<file path="src/rtl/hpvf_pkg.sv">
// ----------------------------------------------------------------------------
// hpvf_pkg
// Shared constants, payload types and control types of the histogram peak
// and valley finder.
// ----------------------------------------------------------------------------
package hpvf_pkg;

   localparam int NUM_BINS   = 32768;
   localparam int MAX_PEAKS  = 128;
   localparam int MAX_VOXELS = 16777216;

   localparam int BIN_W      = $clog2(NUM_BINS);
   localparam int NBIN_W     = BIN_W + 1;
   localparam int TAG_W      = BIN_W + 2;
   localparam int CNT_W      = $clog2(MAX_VOXELS) + 1;
   localparam int PEAK_CNT_W = $clog2(MAX_PEAKS + 1);
   localparam int PROD_W     = 32;
   localparam int PCT_W      = 7;

   localparam logic signed [TAG_W-1:0] TAG_NUM_BINS = TAG_W'(NUM_BINS);

   // base bin must stay this many bins below the occupied end
   localparam logic [NBIN_W:0] MIN_SPAN = 9;

   localparam logic [PROD_W-1:0] PCT_SCALE = 100;
   localparam logic [PROD_W-1:0] PCT_ROUND = 99;

   localparam logic [1:0] STATUS_OK        = 2'd0;
   localparam logic [1:0] STATUS_ALL_ZERO  = 2'd1;
   localparam logic [1:0] STATUS_BASE_HIGH = 2'd2;
   localparam logic [1:0] STATUS_NO_MAXIMA = 2'd3;

   localparam logic [1:0] CSR_BASE_PERCENT = 2'd0;
   localparam logic [1:0] CSR_TOP_PERCENT  = 2'd1;
   localparam logic [1:0] CSR_MIN_BASE_BIN = 2'd2;

   localparam logic [PCT_W-1:0] BASE_PERCENT_RESET = 7'd50;
   localparam logic [PCT_W-1:0] TOP_PERCENT_RESET  = 7'd98;
   localparam logic [14:0]      MIN_BASE_RESET     = 15'd1;

   typedef struct packed {
      logic signed [15:0] voxel_value;
      logic               last_voxel;
   } hpvf_req_type;

   typedef struct packed {
      logic [1:0]  status;
      logic [14:0] base_bin;
      logic [14:0] top_bin;
      logic [14:0] gray_peak;
      logic [15:0] white_peak;
      logic [24:0] in_range_count;
   } hpvf_rsp_type;

   typedef struct packed {
      logic                    start;
      logic                    kill;
      logic                    down;
      logic signed [TAG_W-1:0] first;
      logic signed [TAG_W-1:0] last;
   } hpvf_scan_cmd_type;

   typedef struct packed {
      logic                    valid;
      logic signed [TAG_W-1:0] tag;
      logic [CNT_W-1:0]        data;
   } hpvf_beat_type;

   typedef struct packed {
      logic                    valid;
      logic                    busy;
      logic signed [TAG_W-1:0] center;
      logic [CNT_W-1:0]        value;
      logic                    is_peak;
      logic                    is_valley;
   } hpvf_win_type;

   typedef enum logic [3:0] {
      ST_CLEAR,
      ST_INGEST,
      ST_DRAIN,
      ST_PCT,
      ST_CHECK,
      ST_PEAKS,
      ST_VALLEY,
      ST_FINAL,
      ST_SUM,
      ST_EMIT
   } hpvf_state_type;

endpackage

</file>
<file path="src/rtl/hpvf_window.sv">
// ----------------------------------------------------------------------------
// hpvf_window
// Sliding window over swept bins: 1-2-1 smoothing inside the smoothing band,
// then a three-bin window of smoothed values for peak and valley tests.
// ----------------------------------------------------------------------------
module hpvf_window (
   input  logic                          clock,
   input  logic                          reset,
   input  logic                          kill,
   input  logic                          down,
   input  hpvf_pkg::hpvf_beat_type       beat,
   input  logic [hpvf_pkg::NBIN_W-1:0]   sm_lo,
   input  logic [hpvf_pkg::NBIN_W-1:0]   sm_hi,
   output hpvf_pkg::hpvf_win_type        win
);
   import hpvf_pkg::*;

   logic [CNT_W-1:0]        rw_ff [3];
   logic [CNT_W-1:0]        rw_in [3];
   logic signed [TAG_W-1:0] rw_tag_ff, rw_tag_in;
   logic                    rw_v_ff, rw_v_in;
   logic [CNT_W-1:0]        sw_ff [3];
   logic [CNT_W-1:0]        sw_in [3];
   logic signed [TAG_W-1:0] sw_tag_ff, sw_tag_in;
   logic                    sw_v_ff, sw_v_in;
   logic signed [TAG_W-1:0] ctr;
   logic                    in_band;
   logic [CNT_W+1:0]        smooth_sum;
   logic [CNT_W-1:0]        sm_val;

   always_comb begin
      rw_in     = rw_ff;
      rw_tag_in = rw_tag_ff;
      rw_v_in   = beat.valid;
      if (beat.valid) begin
         rw_in[0]  = rw_ff[1];
         rw_in[1]  = rw_ff[2];
         rw_in[2]  = beat.data;
         rw_tag_in = beat.tag;
      end

      // center bin of the raw window lags the newest bin by one
      ctr        = down ? TAG_W'(rw_tag_ff + 1) : TAG_W'(rw_tag_ff - 1);
      in_band    = (ctr >= $signed({1'b0, sm_lo})) && (ctr < $signed({1'b0, sm_hi}));
      smooth_sum = {2'b00, rw_ff[0]} + {1'b0, rw_ff[1], 1'b0} + {2'b00, rw_ff[2]};
      sm_val     = in_band ? smooth_sum[CNT_W+1:2] : rw_ff[1];

      sw_in     = sw_ff;
      sw_tag_in = sw_tag_ff;
      sw_v_in   = rw_v_ff;
      if (rw_v_ff) begin
         sw_in[0]  = sw_ff[1];
         sw_in[1]  = sw_ff[2];
         sw_in[2]  = sm_val;
         sw_tag_in = ctr;
      end

      if (kill) begin
         rw_v_in = 1'b0;
         sw_v_in = 1'b0;
      end
   end

   always_ff @(posedge clock) begin
      rw_ff     <= rw_in;
      rw_tag_ff <= rw_tag_in;
      sw_ff     <= sw_in;
      sw_tag_ff <= sw_tag_in;
   end

   always_ff @(posedge clock) begin
      if (reset) begin
         rw_v_ff <= 1'b0;
         sw_v_ff <= 1'b0;
      end else begin
         rw_v_ff <= rw_v_in;
         sw_v_ff <= sw_v_in;
      end
   end

   always_comb begin
      win.valid     = sw_v_ff;
      win.busy      = rw_v_ff || sw_v_ff;
      win.center    = down ? TAG_W'(sw_tag_ff + 1) : TAG_W'(sw_tag_ff - 1);
      win.value     = sw_ff[1];
      win.is_peak   = (sw_ff[1] > sw_ff[0]) && (sw_ff[1] > sw_ff[2]);
      win.is_valley = (sw_ff[1] < sw_ff[0]) && (sw_ff[1] < sw_ff[2]);
   end

endmodule

</file>
<file path="config.mk">
export PLATFORM = sky130hd
export DESIGN_NAME = hpvf_window
export DESIGN_NICKNAME = d
export VERILOG_FILES = /design/src/rtl/hpvf_pkg.sv /design/src/rtl/hpvf_window.sv
export SDC_FILE = /design/constraint.sdc
export NUM_CORES = 1
export LEC_CHECK = 0
export BUFFER_PORTS_ARGS = -buffer_cell sky130_fd_sc_hd__buf_4
export CAP_MARGIN = 10
export CORE_UTILIZATION = 40
export CTS_BUF_LIST = sky130_fd_sc_hd__clkbuf_8 sky130_fd_sc_hd__clkbuf_16
export CTS_CLUSTER_SIZE = 14
export DETAILED_ROUTE_END_ITERATION = 10
export GPL_ROUTABILITY_DRIVEN = 0
export PLACE_DENSITY = 0.71
export SYNTH_ARGS = -nofsm -noshare
export SYNTH_HDL_FRONTEND = slang
export SYNTH_SLANG_ARGS = --single-unit
export TNS_END_PERCENT = 1
</file>
<file path="constraint.sdc">
create_clock -name clock -period 5.24 [get_ports clock]
set_input_delay 0.786 -clock clock [delete_from_list [all_inputs] [get_ports clock]]
set_output_delay 0.786 -clock clock [all_outputs]
set_load 0.05 [all_outputs]
</file>
==> flow_summary.json <==
{
  "cts_tree": "done",
  "cp.required_ns": 5.41,
  "critPathKind": "input port to flop",
  "synth-seq-area-share_pct": 50.1,
  "layout_min_cycle_time_ns": 4.95,
  "grt_pass1_wl_mm": 32.7,
  "whs_ns": 0.443,
  "async_flop_share_pct": 0,
  "startpoint_type": "input port",
  "synth_seq_cells": 186,
  "clk_latency_ns": 0.43,
  "arrival_ns": 5.12,
  "die-area_um2": 28500,
  "synth_most_common_cell": "edfxtp_1",
  "place_inst": 1356,
  "drt-initial-drc-count": 379,
  "skew_ns": 0.0162,
  "num_antenna_cells": 0,
  "layout-drive-gt1-share_pct": 18.9,
  "fp.coreArea_um2": 27100,
  "synth_common_cells": "edfxtp_1 (184), ha_1 (135), inv_1 (90)",
  "grt_start_max_net_pins": 90,
  "grt_setup_unrepaired": "no",
  "crit_path_top_delay_cell": "or4_1",
  "track_usage_pct": 14.6,
  "setup_violations": 0,
  "ctsLongestPathBuffers": 2,
  "netlist_area_um2": 11100,
  "fin_cells": 1388,
  "nNetsFinal": 1244,
  "synth_top_area_share_pct": 49.7,
  "rows": 60,
  "synth_cell_type_count": 54,
  "design_area_um2": 13000,
  "cts_hold_buf": 0,
  "critPathMaxFanout": 25,
  "ys.flop_type": "edfxtp_1",
  "grt_overflow": 0,
  "syn_avg_cell_area_um2": 12.6,
  "cts_resized": 0,
  "wl_per_cell_um": 14.6,
  "synth_edf_count": 184,
  "slew_viol_final": 0,
  "ios": 125,
  "cts_max_level": 4,
  "fmax_ghz": 0.202,
  "critPathMostFrequentCell": "o21a_1",
  "post-cts-setup-buffers": 0,
  "p_leak_nw": 5.58,
  "worst_pin_slew_ns": 1.13,
  "synthTopCellsByArea": "edfxtp_1 (50%), ha_1 (15%), fa_1 (4.9%), inv_1 (3.0%), xnor2_1 (2.8%)",
  "crit_chain": "buf_4 > clkinvlp_4 > ha_4 > nor2b_1 > o31a_1 > o311a_1 > o21a_1 > o21a_1 > o21a_1 > nor2_2 > o21ai_1 > xor2_1 > ha_1 > o21a_1 > o21ai_1 > a31oi_1 > nor2_1 > o21ai_0 > or4_1 > buf_12 > mux2_1",
  "port_buffers": 124,
  "detailroute.via_count": 6891,
  "initial_utilization_pct": 41.0,
  "yosys_warnings": 0,
  "hold_viol": 0,
  "antenna_found_initial": 0,
  "power_density_nw_per_um2": 338,
  "syn_to_final_growth_pct": 17.3,
  "fin_crit_sh_pct": 94.5,
  "routed_wl_mm": 20.3,
  "outcome": "finished, final reports clean",
  "cts_sinks": 186,
  "vdd_drop_max_v": 0.000235,
  "drt-pass1-iter-count": 5,
  "drc": 0,
  "cp-end-kind": "flop",
  "relSlewSlack_pct": 24.8,
  "dpl_cell_area_um2": 12400,
  "cts_buffers": 17,
  "chipWidth_um": 169,
  "root_buffer": "clkbuf_16",
  "synth_nets": 1122,
  "cts.clk_slew.worst_paths_ns": 0.08,
  "ant_nets": 0,
  "grt_pass1_vias": 6811,
  "synth_top_area_cell": "edfxtp_1",
  "tns_ns": 0,
  "cap_violations": 0,
  "hold_class": "flop to flop",
  "slowest_delay_ns": 0.50,
  "vias_per_cell": 4.96,
  "synth_cells": 881,
  "die_h_um": 169,
  "hpwl_mm": 15.8
}
[critical path: cells and delay by family]
family                     cells  cell delay, ns
muxes                          1            0.33
AOI/OAI and AO/OA             10            1.69
and+or+nand+nor                4            0.86
adders and majority gates      2            0.59
xor gates and xnor gates       1            0.27
buffers and inverters          3            0.57
[area by class of cell]
| type | count | area [um2] |
|---|---|---|
| clock inverters | 15 | 205 |
| repair buffers | 132 | 1000 |
| well taps | 372 | 465 |
| multi-input cells | 576 | 5030 |
| inverters | 90 | 342 |
| clock buffers | 17 | 425 |
| flip-flops and latches | 186 | 5570 |
| fillers | 2386 | 14100 |
[registers in the layout, summed over array words and instances, names as in the netlist]
name       cells
sw_tag_ff     17
sw_v_ff        1
sw_ff         50
rw_ff         75
rw_v_ff        1
win           25
rw_tag_ff     17
[metal layers]
layer | global-route usage, % | up-vias | routed length, um
met4 | 4.66 | 0 | 270
met2 | 25.0 | 127 | 9900
met1 | 18.6 | 3283 | 9410
met3 | 2.97 | 16 | 707
li1 | - | 3465 | -
met5 | 0 | - | 0
[logic make-up after synthesis]
kind of cell	Yosys count	synth area share (%)
DFF	186	50.1
and+or+nand+nor	160	7.06
AOI/OAI and AO/OA	177	10.5
muxes	26	3.25
xor gates and xnor gates	51	4.02
adders and majority gates	162	20.1
buffers and inverters	119	5.07
[final timing paths]
check,start,end,slack (ns),cells after the start
setup / recovery,down,sw_ff[1]$_DFFE_PP_,0.29,21
hold reg to reg,sw_ff[21]$_DFFE_PP_,win[23]$_DFFE_PP_,0.44,0
setup reg to reg,rw_tag_ff[0]$_DFFE_PP_,sw_ff[1]$_DFFE_PP_,0.56,20
hold / removal,sw_ff[21]$_DFFE_PP_,win[23]$_DFFE_PP_,0.44,0
[through the flow]
stage                     utilization, %  setup WS [ns]  power [mW]
after CTS                           48.1          0.304        4.45
after detailed placement            45.8         -0.145        3.09
after global routing                48.1         0.0543        4.64
after floorplan                        -        0.00469        2.78
final                               48.1          0.289        4.41
after global placement              45.8        -0.0551        3.06
[placed cells by master, fill, tap and decap left out, drive strengths merged, types with 3 or more instances in the layout]
master,instances
edfxtp,184
ha,135
buf,132
inv,97
nor2,50
a21oi,46
o21ai,38
xnor2,36
a21o,30
nand2,27
fa,27
mux2,24
o21a,18
nand3,17
clkbuf,17
xor2,15
nand4,13
nor3,12
nand2b,11
nor2b,10
a211oi,8
and3,6
a31oi,5
a2111oi,5
nand3b,4
o41a,4
clkinv,4
o21bai,3
o211ai,3
[report_power, final]
group	internal, mW	switching, mW
clock	0.735	0.611
combinational	0.567	0.689
sequential	1.75	0.0568
total	3.05	1.36
No activity file was read; power rests on OpenSTA's default activity.
