File: src/rtl/hpvf_pkg.sv
// ----------------------------------------------------------------------------
// hpvf_pkg
// Shared constants, payload types and control types of the histogram peak
// and valley finder.
// ----------------------------------------------------------------------------
package hpvf_pkg;

   localparam int NUM_BINS   = 32768;
   localparam int MAX_PEAKS  = 128;
   localparam int MAX_VOXELS = 16777216;

   localparam int BIN_W      = $clog2(NUM_BINS);
   localparam int NBIN_W     = BIN_W + 1;
   localparam int TAG_W      = BIN_W + 2;
   localparam int CNT_W      = $clog2(MAX_VOXELS) + 1;
   localparam int PEAK_CNT_W = $clog2(MAX_PEAKS + 1);
   localparam int PROD_W     = 32;
   localparam int PCT_W      = 7;

   localparam logic signed [TAG_W-1:0] TAG_NUM_BINS = TAG_W'(NUM_BINS);

   // base bin must stay this many bins below the occupied end
   localparam logic [NBIN_W:0] MIN_SPAN = 9;

   localparam logic [PROD_W-1:0] PCT_SCALE = 100;
   localparam logic [PROD_W-1:0] PCT_ROUND = 99;

   localparam logic [1:0] STATUS_OK        = 2'd0;
   localparam logic [1:0] STATUS_ALL_ZERO  = 2'd1;
   localparam logic [1:0] STATUS_BASE_HIGH = 2'd2;
   localparam logic [1:0] STATUS_NO_MAXIMA = 2'd3;

   localparam logic [1:0] CSR_BASE_PERCENT = 2'd0;
   localparam logic [1:0] CSR_TOP_PERCENT  = 2'd1;
   localparam logic [1:0] CSR_MIN_BASE_BIN = 2'd2;

   localparam logic [PCT_W-1:0] BASE_PERCENT_RESET = 7'd50;
   localparam logic [PCT_W-1:0] TOP_PERCENT_RESET  = 7'd98;
   localparam logic [14:0]      MIN_BASE_RESET     = 15'd1;

   typedef struct packed {
      logic signed [15:0] voxel_value;
      logic               last_voxel;
   } hpvf_req_type;

   typedef struct packed {
      logic [1:0]  status;
      logic [14:0] base_bin;
      logic [14:0] top_bin;
      logic [14:0] gray_peak;
      logic [15:0] white_peak;
      logic [24:0] in_range_count;
   } hpvf_rsp_type;

   typedef struct packed {
      logic                    start;
      logic                    kill;
      logic                    down;
      logic signed [TAG_W-1:0] first;
      logic signed [TAG_W-1:0] last;
   } hpvf_scan_cmd_type;

   typedef struct packed {
      logic                    valid;
      logic signed [TAG_W-1:0] tag;
      logic [CNT_W-1:0]        data;
   } hpvf_beat_type;

   typedef struct packed {
      logic                    valid;
      logic                    busy;
      logic signed [TAG_W-1:0] center;
      logic [CNT_W-1:0]        value;
      logic                    is_peak;
      logic                    is_valley;
   } hpvf_win_type;

   typedef enum logic [3:0] {
      ST_CLEAR,
      ST_INGEST,
      ST_DRAIN,
      ST_PCT,
      ST_CHECK,
      ST_PEAKS,
      ST_VALLEY,
      ST_FINAL,
      ST_SUM,
      ST_EMIT
   } hpvf_state_type;

endpackage

File: src/rtl/hpvf_scan.sv
// ----------------------------------------------------------------------------
// hpvf_scan
// Address sweep over the histogram memory, up or down, one bin a cycle.
// Bins outside the memory come back as zero.
// ----------------------------------------------------------------------------
module hpvf_scan (
   input  logic                          clock,
   input  logic                          reset,
   input  hpvf_pkg::hpvf_scan_cmd_type   cmd,
   output logic                          rd_en,
   output logic [hpvf_pkg::BIN_W-1:0]    rd_addr,
   input  logic [hpvf_pkg::CNT_W-1:0]    rd_data,
   output hpvf_pkg::hpvf_beat_type       beat,
   output logic                          busy
);
   import hpvf_pkg::*;

   logic                    act_ff, act_in;
   logic signed [TAG_W-1:0] pos_ff, pos_in;
   logic signed [TAG_W-1:0] last_ff, last_in;
   logic                    down_ff, down_in;
   logic                    bt_v_ff, bt_v_in;
   logic signed [TAG_W-1:0] bt_tag_ff, bt_tag_in;
   logic                    bt_zero_ff, bt_zero_in;
   logic                    in_range;

   always_comb begin
      in_range   = (pos_ff >= 0) && (pos_ff < TAG_NUM_BINS);
      rd_en      = act_ff && in_range;
      rd_addr    = pos_ff[BIN_W-1:0];
      bt_v_in    = act_ff;
      bt_tag_in  = pos_ff;
      bt_zero_in = !in_range;
      act_in     = act_ff;
      pos_in     = pos_ff;
      last_in    = last_ff;
      down_in    = down_ff;
      if (act_ff) begin
         pos_in = down_ff ? TAG_W'(pos_ff - 1) : TAG_W'(pos_ff + 1);
         if (pos_ff == last_ff) begin
            act_in = 1'b0;
         end
      end
      if (cmd.start) begin
         act_in  = 1'b1;
         pos_in  = cmd.first;
         last_in = cmd.last;
         down_in = cmd.down;
      end
      if (cmd.kill) begin
         act_in  = 1'b0;
         bt_v_in = 1'b0;
      end
   end

   always_ff @(posedge clock) begin
      pos_ff     <= pos_in;
      last_ff    <= last_in;
      down_ff    <= down_in;
      bt_tag_ff  <= bt_tag_in;
      bt_zero_ff <= bt_zero_in;
   end

   always_ff @(posedge clock) begin
      if (reset) begin
         act_ff  <= 1'b0;
         bt_v_ff <= 1'b0;
      end else begin
         act_ff  <= act_in;
         bt_v_ff <= bt_v_in;
      end
   end

   always_comb begin
      beat.valid = bt_v_ff;
      beat.tag   = bt_tag_ff;
      beat.data  = bt_zero_ff ? '0 : rd_data;
      busy       = act_ff || bt_v_ff;
   end

endmodule

File: config.mk
export PLATFORM = sky130hd
export DESIGN_NAME = hpvf_scan
export DESIGN_NICKNAME = d
export VERILOG_FILES = /design/src/rtl/hpvf_pkg.sv /design/src/rtl/hpvf_scan.sv
export SDC_FILE = /design/constraint.sdc
export NUM_CORES = 1
export LEC_CHECK = 0
export ABC_AREA = 1
export BUFFER_PORTS_ARGS = -buffer_cell sky130_fd_sc_hd__buf_2
export CAP_MARGIN = 25
export CORE_MARGIN = 5
export CORE_UTILIZATION = 35
export CTS_CLUSTER_DIAMETER = 60
export CTS_CLUSTER_SIZE = 8
export DETAILED_ROUTE_END_ITERATION = 6
export MAX_ROUTING_LAYER = met4
export PLACE_DENSITY_LB_ADDON = 0.3
export SYNTH_ARGS = -nofsm -noshare
export SYNTH_HDL_FRONTEND = slang
export SYNTH_SLANG_ARGS = --single-unit
File: constraint.sdc
create_clock -name clock -period 2.5 [get_ports clock]
set_input_delay 0.375 -clock clock [delete_from_list [all_inputs] [get_ports clock]]
set_output_delay 0.375 -clock clock [all_outputs]
set_load 0.02 [all_outputs]
==> results.md <==
- The run finished with clean final reports.
- In this run the most critical hold path is launched from cmd[3].
- The clock-pin slew of the registers on the worst-case setup and hold paths is 0.11 ns.
- The number of buffers added by the clock tree synthesis step is 5.
- The largest net degree at the start of global routing is 40.
- For this run, the register share of the synthesized area comes to 44.44%.
- The total net switching power is 0.001041 W.
- The layout has 910 filler cells.
- Across all hold checks on the routed design, the worst slack comes to between 0.2 and 0.25 ns.
- The largest voltage drop on the vdd net is 253.2 µV.
- The number of antenna violations at the first check in global routing is 0.
- The total of flip-flops plus latches after synthesis is 55.
- The clock network accounts for roughly a fifth of the total power.
- The highest clock rate is 445.0 MHz.
- The final count of hold timing violations is 0.
- The post-detailed-route via-to-cell ratio is ~4.4.
- The per-cell routed wire length is 12.74 µm.
- In this run the worst path has a maximum fanout of 17.
- Counting instances in the post-synthesis netlist gives the leading cell types as nand2_1, inv_1, nor2_1.
- The total of hold buffers inserted after clock tree synthesis is 0.
- The fraction of power spent switching nets is 38.49%.
- The max-cap violation count is 0.
- The static leakage power is 2.257 nW.
- The number of enable flip-flop cells after synthesis is 35.
- The worst slew slack as a fraction of its limit is between 50% and 60%.
- The cell type with the highest aggregate area in the netlist is edfxtp_1.
- The most repeated cell in the gate-level netlist after synthesis is nand2_1.
- After the last flow step, the layout net total stands at 624.
- Setup violations remaining at the end of the flow were counted as 0.
- The DRC violation count after routing is 0.
- Setup repair after global routing left no endpoint under its margin.
- For the final database, setup skew stands at 0.01733 ns.
- Prior to clock tree synthesis, the placed netlist has a worst setup slack of approximately 0.32 ns.
- Counting flops with an async set or reset pin after synthesis yields a share of 0%.
- The die covers around 0.011 mm².
- For this design the ratio of total power to cell area is between 600 and 700 mW/mm².
- Once routing completed, OpenROAD measured the worst setup slack at 0.2530 ns.
- In this run the number of H-tree levels came out at 2.
- The critical setup path kind is reg -> reg.
- The proportion of layout cells with a drive suffix above 1 is 28.26%.
- Cell internal power was estimated by the tool at 0.001663 W.
- The min-delay analysis places its worst path in the category in -> reg.
- In this run, post-CTS repair resized a total of 0 instances.
- The tree built by TritonCTS fans out to between 50 and 60 sinks.
- Yosys attributes the largest share of cell area to edfxtp_1, nand2_1, dfxtp_1, inv_1, ha_1.
- Summed over all layers, the global routing overflow is 0.
- The placeable core region is 0.009153 mm².
- Overall power consumption after layout is estimated at between 0.002 and 0.003 W.
- The area share of the largest cell type after synthesis is 32.18%.
- In this run the clock root is driven by a clkbuf_8.
- The estimated wirelength of the detail-placed design is 6717 µm.
- The overall via count from detail_route is about 2900.
- In the final timing run, aggregate negative setup slack is 0 ns.
- The power share of the sequential group is 44.6%.
- The diode insertion count for antenna repair is 0.
- The required time of the worst setup path is 2.57 ns.
- Combinational logic burns 36.1% of the power.
- The initial utilization of the core area, before any placement, comes to between 30% and 40%.
- The vertical extent of the die is 106.6 µm.
- For this run, the detailed router's first-pass iteration total came to 4.
- The number of nets in the synthesized netlist is 513.
- The detailed router's first-iteration violation count is 189.
- The global-route wire length before repair is roughly 13000 µm.
- The data arrival time of the critical path is around 2.3 ns.
- The number of distinct library cells after synthesis is 27.
- Row generation in the floorplan step produced 35 rows.
- The mapped cell area is 0.003266 mm².
- Clock latency on the worst-skew pair, taken at its later pin, is between 0.3 and 0.4 ns.
- The predominant post-synthesis flop cell is edfxtp_1.
- The number of global-route vias before repair came to 2829.
- The count of final max-slew check failures was 0.
- The Yosys step of the flow raised 0 warnings.
- In this run the worst setup path begins at down_ff$_DFFE_PP_.
- During placement, the flow inserted port buffers numbering approximately 120.
- The number of buffers added for setup after CTS is 0.
- The kind of end point of the critical path is a register.
- The buffer depth of the longest clock path is 2.
- For this block, the routed nets add up to approximately 8400 µm of wire.
- In the global route stage, overall resource usage came out at between 10% and 20%.
- The die width is roughly 110 µm.
- The signed area change from the synthesized netlist to the final layout is 22.22%.
- The synthesized area per cell is 7.542 µm².
- The slew of the pin with the lowest slew margin is 0.7468 ns.
- The worst register-to-register path begins at down_ff$_DFFE_PP_.
- At the end of routability-driven placement, the weighted congestion stood at 0.8588.
- The number of routed nets with antenna violations is 0.
- The count of pins on the block boundary is around 120.
- The synthesized instance count is 433.
- The CTS tree is built.
- The worst path in the final design needs a cycle of 2.247 ns, including I/O delays and setup.
- The final critical path takes up 89.88% of the cycle.
- STA classifies the critical path startpoint as a register.
## layout make-up
type / count / area, µm² / share of cell area [%]
multi-input combinational: 272 / 1353 / 33.89
inverter: 84 / 315.3 / 7.900
sequential: 55 / 1451 / 36.36
clock inverter: 3 / 26.28 / 0.6583
timing repair buffer: 126 / 638.1 / 15.99
tap: 111 / 138.9 / 3.480
clock buffer: 5 / 68.82 / 1.724
## metrics by stage
step	util [%]	instance area (µm²)	instances
4_1_cts	43.61	3991	656
2_1_floorplan	-	3266	433
3_5_place_dp	42.57	3896	648
5_1_grt	43.61	3991	656
3_3_place_gp	42.57	3896	648
6_report	43.61	3991	656
## per-layer routing
metal / track usage (%) / share of wire [%] / vias to the layer above
met4: 4.110 / 1.2 / 0
met5: - / 0 / -
met3: 3.070 / 6.5 / 8
met1: 17.27 / 43 / 1256
met2: 26.03 / 49 / 81
li1: - / - / 1532
## power by group through the flow
stage	Combinational (W)	Clock [W]	Sequential [W]
finish	0.000975	0.000524	0.00120
floorplan	0.000704	0	0.00123
detailed placement	0.000980	0	0.00123
CTS	0.000984	0.000545	0.00121
global placement	0.000963	0	0.00122
global route	0.00110	0.000581	0.00122
## layout by cell type, fill, tap and decap left out, types with 2 or more instances in the layout
| master | netlist | routed |
|---|---|---|
| nor3_2 | 4 | 4 |
| a21oi_2 | 2 | 2 |
| or2_0 | 2 | 2 |
| o21ai_0 | 9 | 9 |
| buf_4 | 17 | 3 |
| nand2_2 | 8 | 8 |
| xor2_1 | 3 | 3 |
| ha_1 | 15 | 15 |
| nand3b_1 | 2 | 2 |
| dfxtp_1 | 20 | 20 |
| clkbuf_8 | 0 | 5 |
| a21oi_1 | 9 | 9 |
| or2_2 | 3 | 3 |
| nand2_1 | 133 | 133 |
| o22ai_1 | 4 | 4 |
| edfxtp_1 | 35 | 35 |
| nor2_1 | 45 | 45 |
| or2_1 | 2 | 2 |
| xnor2_1 | 4 | 4 |
| inv_2 | 2 | 2 |
| nand3_1 | 22 | 22 |
| inv_1 | 82 | 82 |
| buf_2 | 0 | 123 |
## critical path, cell delays in order, from the launching register on
cell and delay [ns]:
edfxtp_1 0.80, ha_1 0.42, nand2_1 0.12, inv_1 0.07
a21oi_1 0.19, nand2_2 0.10, nand2_1 0.09, nand3_1 0.07
nand3_1 0.10, nand2_1 0.05
## worst paths after layout
check / slack (ns) / depth (start not counted) / to
max: 0.25 / 9 / bt_tag_in[12]$_DFFE_PP_
min: 0.22 / 1 / last_ff[3]$_DFFE_PP_
max reg2reg: 0.25 / 9 / bt_tag_in[12]$_DFFE_PP_
min reg2reg: 0.49 / 0 / bt_tag_ff[6]$_DFF_P_
## logic make-up after synthesis
logic type	synth area share, %
and+or+nand+nor	28.97
xor gates and xnor gates	1.877
adders and majority gates	6.360
buffers and inverters	14.14
DFF	44.44
AOI/OAI and AO/OA	4.214
## flip-flops by register name, indices dropped and copies added, names as in the netlist
register / count
down_ff: 1
last_ff: 17
bt_v_ff: 1
act_ff: 1
bt_zero_ff: 1
bt_tag_ff: 17
bt_tag_in: 17
Power figures use the tool's default switching activity.
